[config.mk]
export PLATFORM = sky130hd
export DESIGN_NAME = moving_average_deviation_top
export DESIGN_NICKNAME = d
export VERILOG_FILES = /design/src/design/mad_pkg.sv /design/src/design/mad_ram.sv /design/src/design/moving_average_deviation_top.sv
export SDC_FILE = /design/constraint.sdc
export NUM_CORES = 1
export LEC_CHECK = 0
export BUFFER_PORTS_ARGS = -buffer_cell sky130_fd_sc_hd__buf_4
export CORE_MARGIN = 5
export CORE_UTILIZATION = 45
export DETAILED_ROUTE_END_ITERATION = 10
export PLACE_DENSITY = 0.63
export SYNTH_ARGS = -nofsm -noshare
export SYNTH_HDL_FRONTEND = slang
export SYNTH_SLANG_ARGS = --single-unit
[constraint.sdc]
create_clock -name i_clk -period 5.5 [get_ports i_clk]
set_input_delay 0.275 -clock i_clk [delete_from_list [all_inputs] [get_ports i_clk]]
set_output_delay 0.275 -clock i_clk [all_outputs]
set_load 0.02 [all_outputs]
[src/design/mad_pkg.sv]
`timescale 1ns / 1ps
`default_nettype none
// ----------------------------------------------------------------------------
// Moving average deviation package
// Shared types, status codes and fixed constants of the deviation block.
// ----------------------------------------------------------------------------
package mad_pkg;

    localparam int DATA_W  = 32;
    localparam int CFG_W   = 5;
    localparam int APB_AW  = 3;
    localparam int GAP_MAX = 63;

    localparam logic [CFG_W-1:0] WINDOW_RESET = 5'd6;

    // register index taken from paddr[2]
    localparam logic [0:0] REG_WINDOW = 1'b0;

    // result status codes
    localparam logic [1:0] ST_OK    = 2'd0;
    localparam logic [1:0] ST_ORDER = 2'd1;
    localparam logic [1:0] ST_GAP   = 2'd2;

    // last step of the 32-step divider
    localparam logic [4:0] BIT_LAST = 5'(DATA_W - 1);

    typedef enum logic [2:0] {
        S_IDLE,
        S_DAY,
        S_SUM,
        S_DIV,
        S_EMIT,
        S_PUSH,
        S_ERR
    } t_state;

endpackage
`default_nettype wire

[src/design/mad_ram.sv]
`timescale 1ns / 1ps
`default_nettype none
// ----------------------------------------------------------------------------
// Generic RAM
// One write port and one read port, read data registered.
// ----------------------------------------------------------------------------
module mad_ram #(
    parameter int WIDTH = 32,
    parameter int DEPTH = 16,
    parameter int AW    = (DEPTH > 1) ? $clog2(DEPTH) : 1
) (
    input  wire logic             i_clk,
    input  wire logic             i_wr_en,
    input  wire logic [AW-1:0]    i_wr_addr,
    input  wire logic [WIDTH-1:0] i_wr_data,
    input  wire logic             i_rd_en,
    input  wire logic [AW-1:0]    i_rd_addr,
    output logic      [WIDTH-1:0] o_rd_data
);

    logic [WIDTH-1:0] r_mem [DEPTH];
    logic [WIDTH-1:0] r_rd_data;

    always_ff @(posedge i_clk) begin
        if (i_wr_en) begin
            r_mem[i_wr_addr] <= i_wr_data;
        end
        if (i_rd_en) begin
            r_rd_data <= r_mem[i_rd_addr];
        end
    end

    assign o_rd_data = r_rd_data;

endmodule
`default_nettype wire

[src/design/moving_average_deviation_top.sv]
`timescale 1ns / 1ps
`default_nettype none
// ----------------------------------------------------------------------------
// Moving average deviation - top level
// Trailing moving-average absolute deviation over keyed, day-ordered samples.
// ----------------------------------------------------------------------------
// Usage:
//  - Input channel (i_valid / o_stall) carries key, day, sample and region
//    flag. A request is taken when i_valid is high and o_stall low.
//  - Output channel (o_valid / i_stall) carries none, one or several results
//    per input request; o_last marks the final one.
//  - APB port holds window_len at address 0 (reset value 6). Write it only
//    while the block is idle.
//  - A series start gives no result. A rejected day (not increasing, or gap
//    above 63) gives one error result.
//  - A day handled while the history is shorter than the window goes
//    straight into the history. Else the block sums the last w entries
//    (w = effective window) of the history RAM through its single read
//    port, then the shared restoring divider makes the 32 quotient bits,
//    one quotient bit per cycle.
//  - o_stall is high while a request is being worked on. A result waiting
//    in the output register does not block a new request; only the next
//    result load waits while the receiver stalls.
//  - i_rst_n is synchronous: it clears the series, the window length to 6
//    and the output valid. The history RAM needs no clearing, as only
//    entries written within the current series are ever read.
// ----------------------------------------------------------------------------
module moving_average_deviation_top
    import mad_pkg::*;
#(
    parameter int WINDOW_MAX = 16
) (
    input  wire logic              i_clk,
    input  wire logic              i_rst_n,
    // input channel
    input  wire logic              i_valid,
    output logic                   o_stall,
    input  wire logic [DATA_W-1:0] i_key_id,
    input  wire logic [DATA_W-1:0] i_day,
    input  wire logic [DATA_W-1:0] i_sample,
    input  wire logic              i_has_region,
    // output channel
    output logic                   o_valid,
    input  wire logic              i_stall,
    output logic      [DATA_W-1:0] o_out_key,
    output logic      [DATA_W-1:0] o_out_day,
    output logic      [DATA_W-1:0] o_deviation,
    output logic      [1:0]        o_status,
    output logic                   o_last,
    // configuration port
    input  wire logic              psel,
    input  wire logic              penable,
    input  wire logic              pwrite,
    input  wire logic [APB_AW-1:0] paddr,
    input  wire logic [31:0]       pwdata,
    output logic      [31:0]       prdata,
    output logic                   pready
);

    // history pointer, window count and sum widths
    localparam int LOG_W = $clog2(WINDOW_MAX);
    localparam int WIN_W = $clog2(WINDOW_MAX + 1);
    localparam int SUM_W = DATA_W + LOG_W;
    localparam logic [LOG_W-1:0] PTR_LAST = LOG_W'(WINDOW_MAX - 1);
    localparam logic [WIN_W-1:0] WIN_FULL = WIN_W'(WINDOW_MAX);

    // ---- control state ----
    t_state             r_state, n_state;
    logic [CFG_W-1:0]   r_window_len;
    logic               r_active, n_active;
    logic               r_region, n_region;
    logic [WIN_W-1:0]   r_days, n_days;
    logic [LOG_W-1:0]   r_head, n_head;
    logic [WIN_W-1:0]   r_rd_idx, n_rd_idx;
    logic [LOG_W-1:0]   r_rd_ptr, n_rd_ptr;
    logic               r_pend, n_pend;
    logic [4:0]         r_bit, n_bit;
    logic               r_out_valid, n_out_valid;

    // ---- payload state ----
    logic [DATA_W-1:0]  r_cur_key, n_cur_key;
    logic [DATA_W-1:0]  r_last_day, n_last_day;
    logic [DATA_W-1:0]  r_cur_day, n_cur_day;
    logic [DATA_W-1:0]  r_sample, n_sample;
    logic [1:0]         r_err, n_err;
    logic [SUM_W-1:0]   r_acc, n_acc;
    logic [WIN_W-1:0]   r_rem, n_rem;
    logic [DATA_W-1:0]  r_out_key, n_out_key;
    logic [DATA_W-1:0]  r_out_day, n_out_day;
    logic [DATA_W-1:0]  r_dev, n_dev;
    logic [1:0]         r_status, n_status;
    logic               r_last, n_last;

    // ---- RAM port ----
    logic               ram_wr_en;
    logic [LOG_W-1:0]   ram_wr_addr;
    logic [DATA_W-1:0]  ram_wr_data;
    logic               ram_rd_en;
    logic [LOG_W-1:0]   ram_rd_addr;
    logic [DATA_W-1:0]  ram_rd_data;

    // ---- datapath nets ----
    logic [WIN_W-1:0]   w_eff;
    logic               in_acc;
    logic               out_free;
    logic               new_series;
    logic [DATA_W-1:0]  gap;
    logic               own_day;
    logic [DATA_W-1:0]  day_val;
    logic [DATA_W-1:0]  avg;
    logic [WIN_W:0]     rem_sh;
    logic               q_bit;
    logic               cfg_wr;

    // ------------------------------------------------------------------
    // Configuration: window_len only; other addresses read as zero.
    // ------------------------------------------------------------------
    assign pready = 1'b1;
    assign cfg_wr = psel && penable && pwrite && (paddr[2] == REG_WINDOW);

    always_comb begin
        prdata = '0;
        if (paddr[2] == REG_WINDOW) begin
            prdata = 32'(r_window_len);
        end
    end

    // Effective window: zero means one, clipped to the history depth
    always_comb begin
        if (r_window_len == '0) begin
            w_eff = WIN_W'(1);
        end else if (32'(r_window_len) > 32'(WINDOW_MAX)) begin
            w_eff = WIN_FULL;
        end else begin
            w_eff = WIN_W'(r_window_len);
        end
    end

    // ------------------------------------------------------------------
    // Handshake and common terms
    // ------------------------------------------------------------------
    assign o_stall    = (r_state != S_IDLE);
    assign in_acc     = i_valid && !o_stall;
    assign out_free   = !r_out_valid || !i_stall;
    assign new_series = !r_active || (i_key_id != r_cur_key);
    assign gap        = i_day - r_last_day;

    // Gap days count as zero samples
    assign own_day = (r_cur_day == r_last_day);
    assign day_val = own_day ? r_sample : '0;
    assign avg     = r_acc[DATA_W-1:0];

    // Shared divider step: remainder shifted left with the next dividend bit
    assign rem_sh = {r_rem, r_acc[DATA_W-1]};
    assign q_bit  = (rem_sh >= {1'b0, w_eff});

    // ------------------------------------------------------------------
    // Sequencer
    // ------------------------------------------------------------------
    always_comb begin
        n_state     = r_state;
        n_active    = r_active;
        n_region    = r_region;
        n_days      = r_days;
        n_head      = r_head;
        n_rd_idx    = r_rd_idx;
        n_rd_ptr    = r_rd_ptr;
        n_pend      = 1'b0;
        n_bit       = r_bit;
        n_out_valid = r_out_valid && i_stall;
        n_cur_key   = r_cur_key;
        n_last_day  = r_last_day;
        n_cur_day   = r_cur_day;
        n_sample    = r_sample;
        n_err       = r_err;
        n_acc       = r_acc;
        n_rem       = r_rem;
        n_out_key   = r_out_key;
        n_out_day   = r_out_day;
        n_dev       = r_dev;
        n_status    = r_status;
        n_last      = r_last;
        ram_wr_en   = 1'b0;
        ram_wr_addr = r_head;
        ram_wr_data = day_val;
        ram_rd_en   = 1'b0;
        ram_rd_addr = r_rd_ptr;

        case (r_state)
            S_IDLE: begin
                if (in_acc) begin
                    if (new_series) begin
                        // fresh series: first sample goes to slot 0
                        n_active    = 1'b1;
                        n_cur_key   = i_key_id;
                        n_region    = i_has_region;
                        n_last_day  = i_day;
                        n_days      = WIN_W'(1);
                        n_head      = LOG_W'(1);
                        ram_wr_en   = 1'b1;
                        ram_wr_addr = '0;
                        ram_wr_data = i_sample;
                    end else if (i_day <= r_last_day) begin
                        n_err     = ST_ORDER;
                        n_cur_day = i_day;
                        n_state   = S_ERR;
                    end else if (gap > 32'(GAP_MAX)) begin
                        n_err     = ST_GAP;
                        n_cur_day = i_day;
                        n_state   = S_ERR;
                    end else begin
                        n_cur_day  = r_last_day + 32'd1;
                        n_last_day = i_day;
                        n_sample   = i_sample;
                        n_state    = S_DAY;
                    end
                end
            end

            S_DAY: begin
                if (r_days >= w_eff) begin
                    n_acc    = '0;
                    n_rd_idx = '0;
                    n_rd_ptr = (r_head == '0) ? PTR_LAST : r_head - LOG_W'(1);
                    n_state  = S_SUM;
                end else begin
                    n_state = S_PUSH;
                end
            end

            S_SUM: begin
                // walk back through the ring, one read a cycle
                if (r_rd_idx != w_eff) begin
                    ram_rd_en = 1'b1;
                    n_pend    = 1'b1;
                    n_rd_idx  = r_rd_idx + WIN_W'(1);
                    n_rd_ptr  = (r_rd_ptr == '0) ? PTR_LAST : r_rd_ptr - LOG_W'(1);
                end
                if (r_pend) begin
                    n_acc = r_acc + SUM_W'(ram_rd_data);
                end
                if (r_pend && (r_rd_idx == w_eff)) begin
                    // sum < w * 2^32, so the upper bits already form the
                    // partial remainder and only 32 quotient bits remain
                    n_rem   = WIN_W'(n_acc[SUM_W-1:DATA_W]);
                    n_bit   = '0;
                    n_state = S_DIV;
                end
            end

            S_DIV: begin
                n_rem = q_bit ? WIN_W'(rem_sh - {1'b0, w_eff}) : rem_sh[WIN_W-1:0];
                n_acc = {r_acc[SUM_W-1:DATA_W], r_acc[DATA_W-2:0], q_bit};
                n_bit = r_bit + 5'd1;
                if (r_bit == BIT_LAST) begin
                    n_state = S_EMIT;
                end
            end

            S_EMIT: begin
                if (!r_region) begin
                    n_state = S_PUSH;
                end else if (out_free) begin
                    n_out_valid = 1'b1;
                    n_out_key   = r_cur_key;
                    n_out_day   = r_cur_day;
                    n_dev       = (avg >= day_val) ? avg - day_val : day_val - avg;
                    n_status    = ST_OK;
                    // once a day has a full window, every later day has too
                    n_last      = own_day;
                    n_state     = S_PUSH;
                end
            end

            S_PUSH: begin
                ram_wr_en = 1'b1;
                n_head    = (r_head == PTR_LAST) ? '0 : r_head + LOG_W'(1);
                if (r_days != WIN_FULL) begin
                    n_days = r_days + WIN_W'(1);
                end
                if (own_day) begin
                    n_state = S_IDLE;
                end else begin
                    n_cur_day = r_cur_day + 32'd1;
                    n_state   = S_DAY;
                end
            end

            S_ERR: begin
                if (out_free) begin
                    n_out_valid = 1'b1;
                    n_out_key   = r_cur_key;
                    n_out_day   = r_cur_day;
                    n_dev       = '0;
                    n_status    = r_err;
                    n_last      = 1'b1;
                    n_state     = S_IDLE;
                end
            end

            default: begin
                n_state = S_IDLE;
            end
        endcase
    end

    // ------------------------------------------------------------------
    // Registers
    // ------------------------------------------------------------------
    always_ff @(posedge i_clk) begin
        if (!i_rst_n) begin
            r_state      <= S_IDLE;
            r_window_len <= WINDOW_RESET;
            r_active     <= 1'b0;
            r_region     <= 1'b0;
            r_days       <= '0;
            r_head       <= '0;
            r_rd_idx     <= '0;
            r_rd_ptr     <= '0;
            r_pend       <= 1'b0;
            r_bit        <= '0;
            r_out_valid  <= 1'b0;
        end else begin
            r_state     <= n_state;
            if (cfg_wr) begin
                r_window_len <= pwdata[CFG_W-1:0];
            end
            r_active    <= n_active;
            r_region    <= n_region;
            r_days      <= n_days;
            r_head      <= n_head;
            r_rd_idx    <= n_rd_idx;
            r_rd_ptr    <= n_rd_ptr;
            r_pend      <= n_pend;
            r_bit       <= n_bit;
            r_out_valid <= n_out_valid;
        end
    end

    always_ff @(posedge i_clk) begin
        r_cur_key  <= n_cur_key;
        r_last_day <= n_last_day;
        r_cur_day  <= n_cur_day;
        r_sample   <= n_sample;
        r_err      <= n_err;
        r_acc      <= n_acc;
        r_rem      <= n_rem;
        r_out_key  <= n_out_key;
        r_out_day  <= n_out_day;
        r_dev      <= n_dev;
        r_status   <= n_status;
        r_last     <= n_last;
    end

    // ------------------------------------------------------------------
    // History ring
    // ------------------------------------------------------------------
    mad_ram #(
        .WIDTH (DATA_W),
        .DEPTH (WINDOW_MAX),
        .AW    (LOG_W)
    ) u_hist (
        .i_clk     (i_clk),
        .i_wr_en   (ram_wr_en),
        .i_wr_addr (ram_wr_addr),
        .i_wr_data (ram_wr_data),
        .i_rd_en   (ram_rd_en),
        .i_rd_addr (ram_rd_addr),
        .o_rd_data (ram_rd_data)
    );

    // ------------------------------------------------------------------
    // Outputs
    // ------------------------------------------------------------------
    assign o_valid     = r_out_valid;
    assign o_out_key   = r_out_key;
    assign o_out_day   = r_out_day;
    assign o_deviation = r_dev;
    assign o_status    = r_status;
    assign o_last      = r_last;

endmodule
`default_nettype wire

# Word-level counts from Yosys, hierarchy flattened
# Memories as Yosys holds them, arrays and structs flattened. A register that Yosys moved wholly into a read port is not among the register bits.
# Cells that the tools add are included.
# word_totals
word_cells	200
mem_bits_ro	0
ramBits	512
register_bits	305
out_inout_bits	134
in_bits	139
latch_bits	0
mem_count	1
# mem_list
memory	words	width	read_ports	rd_clocked_by_memory_dff	wr	line	source
u_hist.r_mem	16	32	1	1	1	mad_ram.sv:21	logic [WIDTH-1:0] r_mem [DEPTH];
# classes
n_reduce_logical	37
n_lt_le_gt_ge	6
eq_ne	29
n_mux	85
n_addsub	13
n_shift	0
bitwise	5
div_mod_pow	0
n_mul	0
# ops
cell	count
$mux 32	20
$pmux 32 s2	4
$pmux 36 s3	1
$sub 32x32->32	3
$mux 36	2
$add 32x1->32 const B	2
$mux 5	11
$mux 4	10
$pmux 5 s2	4
$add 36x32->36	1
$eq 32x32->1	1
$ge 32x32->1	1
$gt 32x6->1 const B	1
$le 32x32->1	1
$ne 32x32->1	1
$mux 3	10
$ne 2x2->1 const B	15
$pmux 3 s7	1
$reduce_and 4->1	5
$pmux 4 s2	2
$add 5x1->5 const B	3
$reduce_and 3->1	5
$mux 1	12
$reduce_bool 2->1	5
other kinds (29)	54

# Longest topological paths before layout
# depth
ltp_word	7
depth_mapped	23
mapped_depth_nobuf	19

# By module
# From an unflattened synthesis, not the netlist that was laid out.
# hier_totals
hier_cells	3048
hier_area_um2	41217.0
# modules_own_cells
module	cells_per_inst	instances	area_each_um2	seq_area_each_um2
moving_average_deviation_top	2210	1	21061.4	8808.4
mad_ram	838	1	20155.6	16335.7

# Worst setup path before layout
# No wires, ideal clock.
# synth_timing
kind	flip-flop to flip-flop
from	register r_last_day[10]
to	register r_last_day[0] (enable)
path_slack_ns	0.161
setup_time_ns	0.432
stages_incl_launch_ff	18
period_less_slack_ns	5.339
required_time_ns	5.068
t_arrival_ns	4.907
n_path_buf	4
path_cell_list	edfxtp_1 clkbuf_1 inv_1 ha_1 buf_2 and3_1 and2_1 o211ai_2 a31o_2 a311oi_1 or4_1 a2111oi_4 nand4_1 and4bb_1 buf_6 buf_12 inv_1 a21oi_1
# synth_between
elab_chain_cells	4
# synth_rtl
item	line	source
start: declaration	moving_average_deviation_top.sv:82	logic [DATA_W-1:0] r_last_day, n_last_day;
start signal: assignment	moving_average_deviation_top.sv:342	r_last_day <= n_last_day;
$sub 32x32->32	moving_average_deviation_top.sv:146	assign gap = i_day - r_last_day;
$gt 32x6->1	moving_average_deviation_top.sv:207	end else if (gap > 32'(GAP_MAX)) begin
$ne 2x2->1 (no source line)	-	
$reduce_and 4->1 (no source line) *	-	
# Mark *: on every way between the ends. The rest lies on a longest branch, timed or not.
# A chain may end at the register's enable or synchronous reset.

# Worst setup path in the final report
# layout_timing
from	register r_cur_day[19]
to	register r_dev[24], in the netlist o_deviation[24] (data pin)
# layout_between
elab_chain_cells	7
# layout_rtl
item	line	source
start: declaration	moving_average_deviation_top.sv:83	logic [DATA_W-1:0] r_cur_day, n_cur_day;
start signal: assignment	moving_average_deviation_top.sv:343	r_cur_day <= n_cur_day;
$eq 32x32->1 *	moving_average_deviation_top.sv:149	assign own_day = (r_cur_day == r_last_day);
$mux 32 *	moving_average_deviation_top.sv:150	assign day_val = own_day ? r_sample : '0;
$sub 32x32->32 or $ge 32x32->1 (tied branches)	moving_average_deviation_top.sv:267	n_dev = (avg >= day_val) ? avg - day_val : day_val - avg;
$mux 32 *	moving_average_deviation_top.sv:267	
$mux 32 *	moving_average_deviation_top.sv:263	end else if (out_free) begin
$mux 32 *	moving_average_deviation_top.sv:261	if (!r_region) begin
$pmux 32 s2 *	moving_average_deviation_top.sv:189	case (r_state)
end signal: assignment	moving_average_deviation_top.sv:350	r_dev <= n_dev;
end: declaration	moving_average_deviation_top.sv:90	logic [DATA_W-1:0] r_dev, n_dev;
# Mark *: on every way between the ends. The rest lies on a longest branch, timed or not. The select of a mux whose other input is x is not followed.

==> impl_results.md <==
- Setup crit end kind: register
- Core box area: just over 90000 µm²
- FF-to-FF setup slack: between 300 and 400 ps
- Post-synth cell types: 88
- Largest delay share family, worst path: compound AO/OA/AOI/OAI gates
- Synthesis Warnings: 0
- Comb power frac: 0.051
- Average cell area after synthesis: roughly 14 µm²
- Gr usage total: 0.217
- CTS max path bufs: 3
- Final Hold Vio Count: 0
- H-tree lvl count: 3
- Switching share of power: 0.219
- Final setup vio count: 0
- Die area: around 100000 µm²
- Unrepaired setup endpoints after global routing: false
- WL/cell: ~23 µm
- Gr ovfl total: 0
- Setup CP Type: register to register
- PwrDens: 284 nW/µm²
- Row count: roughly 110
- Clk slew on worst S/H paths: 60 ps
- CTS buffer count: 90
- WHS: around 250 ps
- Largest family of logic cells by synthesized area: multiplexers
- Router iterations before antenna repair: 5
- Insertion delay to the later sink of the worst-skew pair: about 700 ps
- Internal Power: between 10 and 15 mW
- Worst clock skew: between 20 and 30 ps
- Post-synthesis sequential area ratio: 0.609
- Worst-Margin Slew: approximately 1100 ps
- Num ports: between 200 and 300
- Largest net degree at the start of global routing: 109
- Initial drt markers: about 2900
- Synth Area in XOR/XNOR: 0.0433
- Min cycle time layout: 5120 ps
- Die Span X: between 300 and 400 µm
- Crit-path cells: xor2_1 -> nor4_1 -> buf_4 -> nand4_1 -> nor2_4 -> buf_12 -> buf_4 -> nand2_1 -> inv_1 -> ha_1 -> nor2_1 -> nor2_1 -> a31o_2 -> a221o_1 -> a31oi_1 -> buf_4 -> mux2i_1 -> a21oi_1 -> o311ai_0 -> xnor2_1 -> nor2_1
- CTS tree: done
- P&R area growth vs syn: 18.1%
- Hold depth: 4
- CP Launch Type: register
- Root Buffer: clkbuf_16
- Lkg Pwr: 17.3 nW
- Flop pwr share: 0.518
- Top sig layer: met4
- Layout cells sized above 1: 0.195
- Initial core utilization: 0.452
- Total wire length: 109 mm
- Crit-path slowest cell: edfxtp_1
- Worst reg-to-reg path cell count: 21
- Worst rel slew slack: 0.293
- Hold path start: pwrite
- Total power: between 10 and 15 mW
- Post-synthesis simple-gate area fraction: 0.0789
- Slowest stage delay, CP: ~500 ps
- Synth area leaders: edfxtp_1, mux4_2, ha_1
- Number of max-cap violations: 0
- Worst reg2reg path endpoint: o_deviation[24]
- Post-route ant nets: 0
- Placed cells: 4356
- Multi-input logic area: between 15000 and 20000 µm²
- Routed met2 length: 52.6 mm
- Metal-1 WL: 46.3 mm
- Critical path buffers and inverters: 5
- GP Congestion: 0.877
- Post-DP HPWL: ~73 mm
- Async SR Flop Fraction: 0
- Post-synthesis mux area share: 0.103
- R2r startpoint: r_cur_day[19]
- Non-filler cells, final: about 4600
- F_max: between 150 and 200 MHz
- Synth Area in Compound Gates: 0.0874
- Worst-path fanout max: 17
- Syn Inst Count: roughly 3000
- Share of the synthesized area in the top cell type: 0.592
- Drt drc: 0
- Setup TNS: 0 ps
- Post-synthesis adder-cell area fraction: 0.0470
- Leading cell type in the layout, fill and taps excluded: edfxtp_1
- Post-synth top flop: edfxtp_1
- Min-delay worst type: input port to register
- EDFF count, synth: 814
- IO buf count: between 200 and 250
- Vias per cell: between 5 and 6
- Via Count: approximately 27000
- Outcome: completed
- Metal3 WL: between 6 and 7 mm
- Net Sw Power: a little over 3 mW
- FF/Latch Area: approximately 25000 µm²
- Clock sink count: approximately 850
- Yosys top cell by area: edfxtp_1
- Most frequent cells in the layout: edfxtp_1, buf_4, nand2_1
- Clock power share: 0.431
- Final max-slew violation count: 0
- Worst path required time: roughly 5900 ps
- Die height: between 300 and 400 µm
- Global-route wire length before repair: around 160 mm
- Layout Nets: about 3700
- Worst Path Arrival: ~5500 ps
- Synth Cell Area: ~41000 µm²
- Initial antenna violation count: 1
- Peak VDD IR: 0.226 mV
- Flops & latches, synth: roughly 850
- Number of global-route vias before repair: 26800
- Final period util: 0.931
- Fill count: 7465
- WHS Endpoint: r_window_len[4]
==> cell type report <==
class                           count  share of cell area
Clock inverter                     52              0.0117
Clock buffer                      111              0.0478
Inverter                          141              0.0109
Sequential cell                   849               0.516
Tap cell                         1186              0.0304
Antenna cell                        1           0.0000513
Timing Repair Buffer              433              0.0730
Multi-Input combinational cell   1854               0.310
==> tightest hold or removal path, stage by stage <==
cell	delay, ps
buf_4	110
nand4b_1	270
mux2i_1	120
nor2b_1	90
==> power by group through the flow <==
stage               Combinational, mW  Clock, mW  Sequential [mW]
floorplan                       0.413          0             7.29
global placement                0.627          0             7.29
detailed placement              0.642          0             7.30
CTS                             0.707       6.11             7.16
global route                    0.772       6.39             7.16
finish                          0.712       5.96             7.16
==> cells by family after synthesis <==
group	count (synthesis)
buffers and inverters	294
multiplexers	225
adder cells (fa/ha/maj)	152
AO/OA/AOI/OAI	564
other	2
AND/OR/NAND/NOR	681
flip-flops	849
XOR/XNOR	204
==> metal layers <==
layer	track usage	up-vias
met3	0.0310	176
met5	0	-
met1	0.300	13300
met2	0.362	942
li1	-	12100
met4	0.0606	0
==> repair_timing <==
action	in CTS	in global routing
setup buffers	0	0
resized for setup	0	1
endpoints found under the setup margin	0	2
hold buffers	107	0
hold endpoints to repair	126	0
==> flip-flops by register name (all words and copies together), names as in the netlist, 32 cells and up <==
signal            flops
u_hist.r_mem        512
o_deviation          32
o_out_key            32
r_cur_day            32
r_last_day           32
u_hist.o_rd_data     32
r_cur_key            32
r_sample             32
o_out_day            32
r_acc                36
==> per-stage QoR <==
| step | cell area [µm²] | worst slack (ps) | utilization |
|---|---|---|---|
| 5_1_grt | 48800 | 25.5 | 0.534 |
| 6_report | 48800 | 379 | 0.534 |
| 2_1_floorplan | 41400 | 161 | - |
| 4_1_cts | 48800 | 346 | 0.533 |
| 3_5_place_dp | 44800 | 384 | 0.490 |
| 3_3_place_gp | 44800 | 442 | 0.490 |
==> how the worst max path moves through the flow <==
stage	from	endpoint	slack, ps	cells after the start
global route	r_cur_day[19]	o_deviation[24]	30	21
finish	r_cur_day[19]	o_deviation[24]	380	21
floorplan	r_last_day[10]	r_last_day[0]	160	17
global placement	r_cur_day[19]	o_deviation[24]	440	21
detailed placement	r_cur_day[19]	o_deviation[8]	380	21
CTS	r_cur_day[19]	o_deviation[8]	350	21
==> cells in the mapped netlist (all sizes together), types with 22 or more instances <==
cell	n
nor4	25
nand2b	22
nand3	49
nor2b	33
xnor2	118
buf	60
o22ai	31
xor2	86
a21oi	137
ha	147
clkbuf	93
a21o	53
nor3	33
mux4	160
dfxtp	35
nor2	146
inv	140
and3	24
edfxtp	814
mux2i	59
nand2	247
nand4	47
o21ai	160
Power figures use the tool's default switching activity.
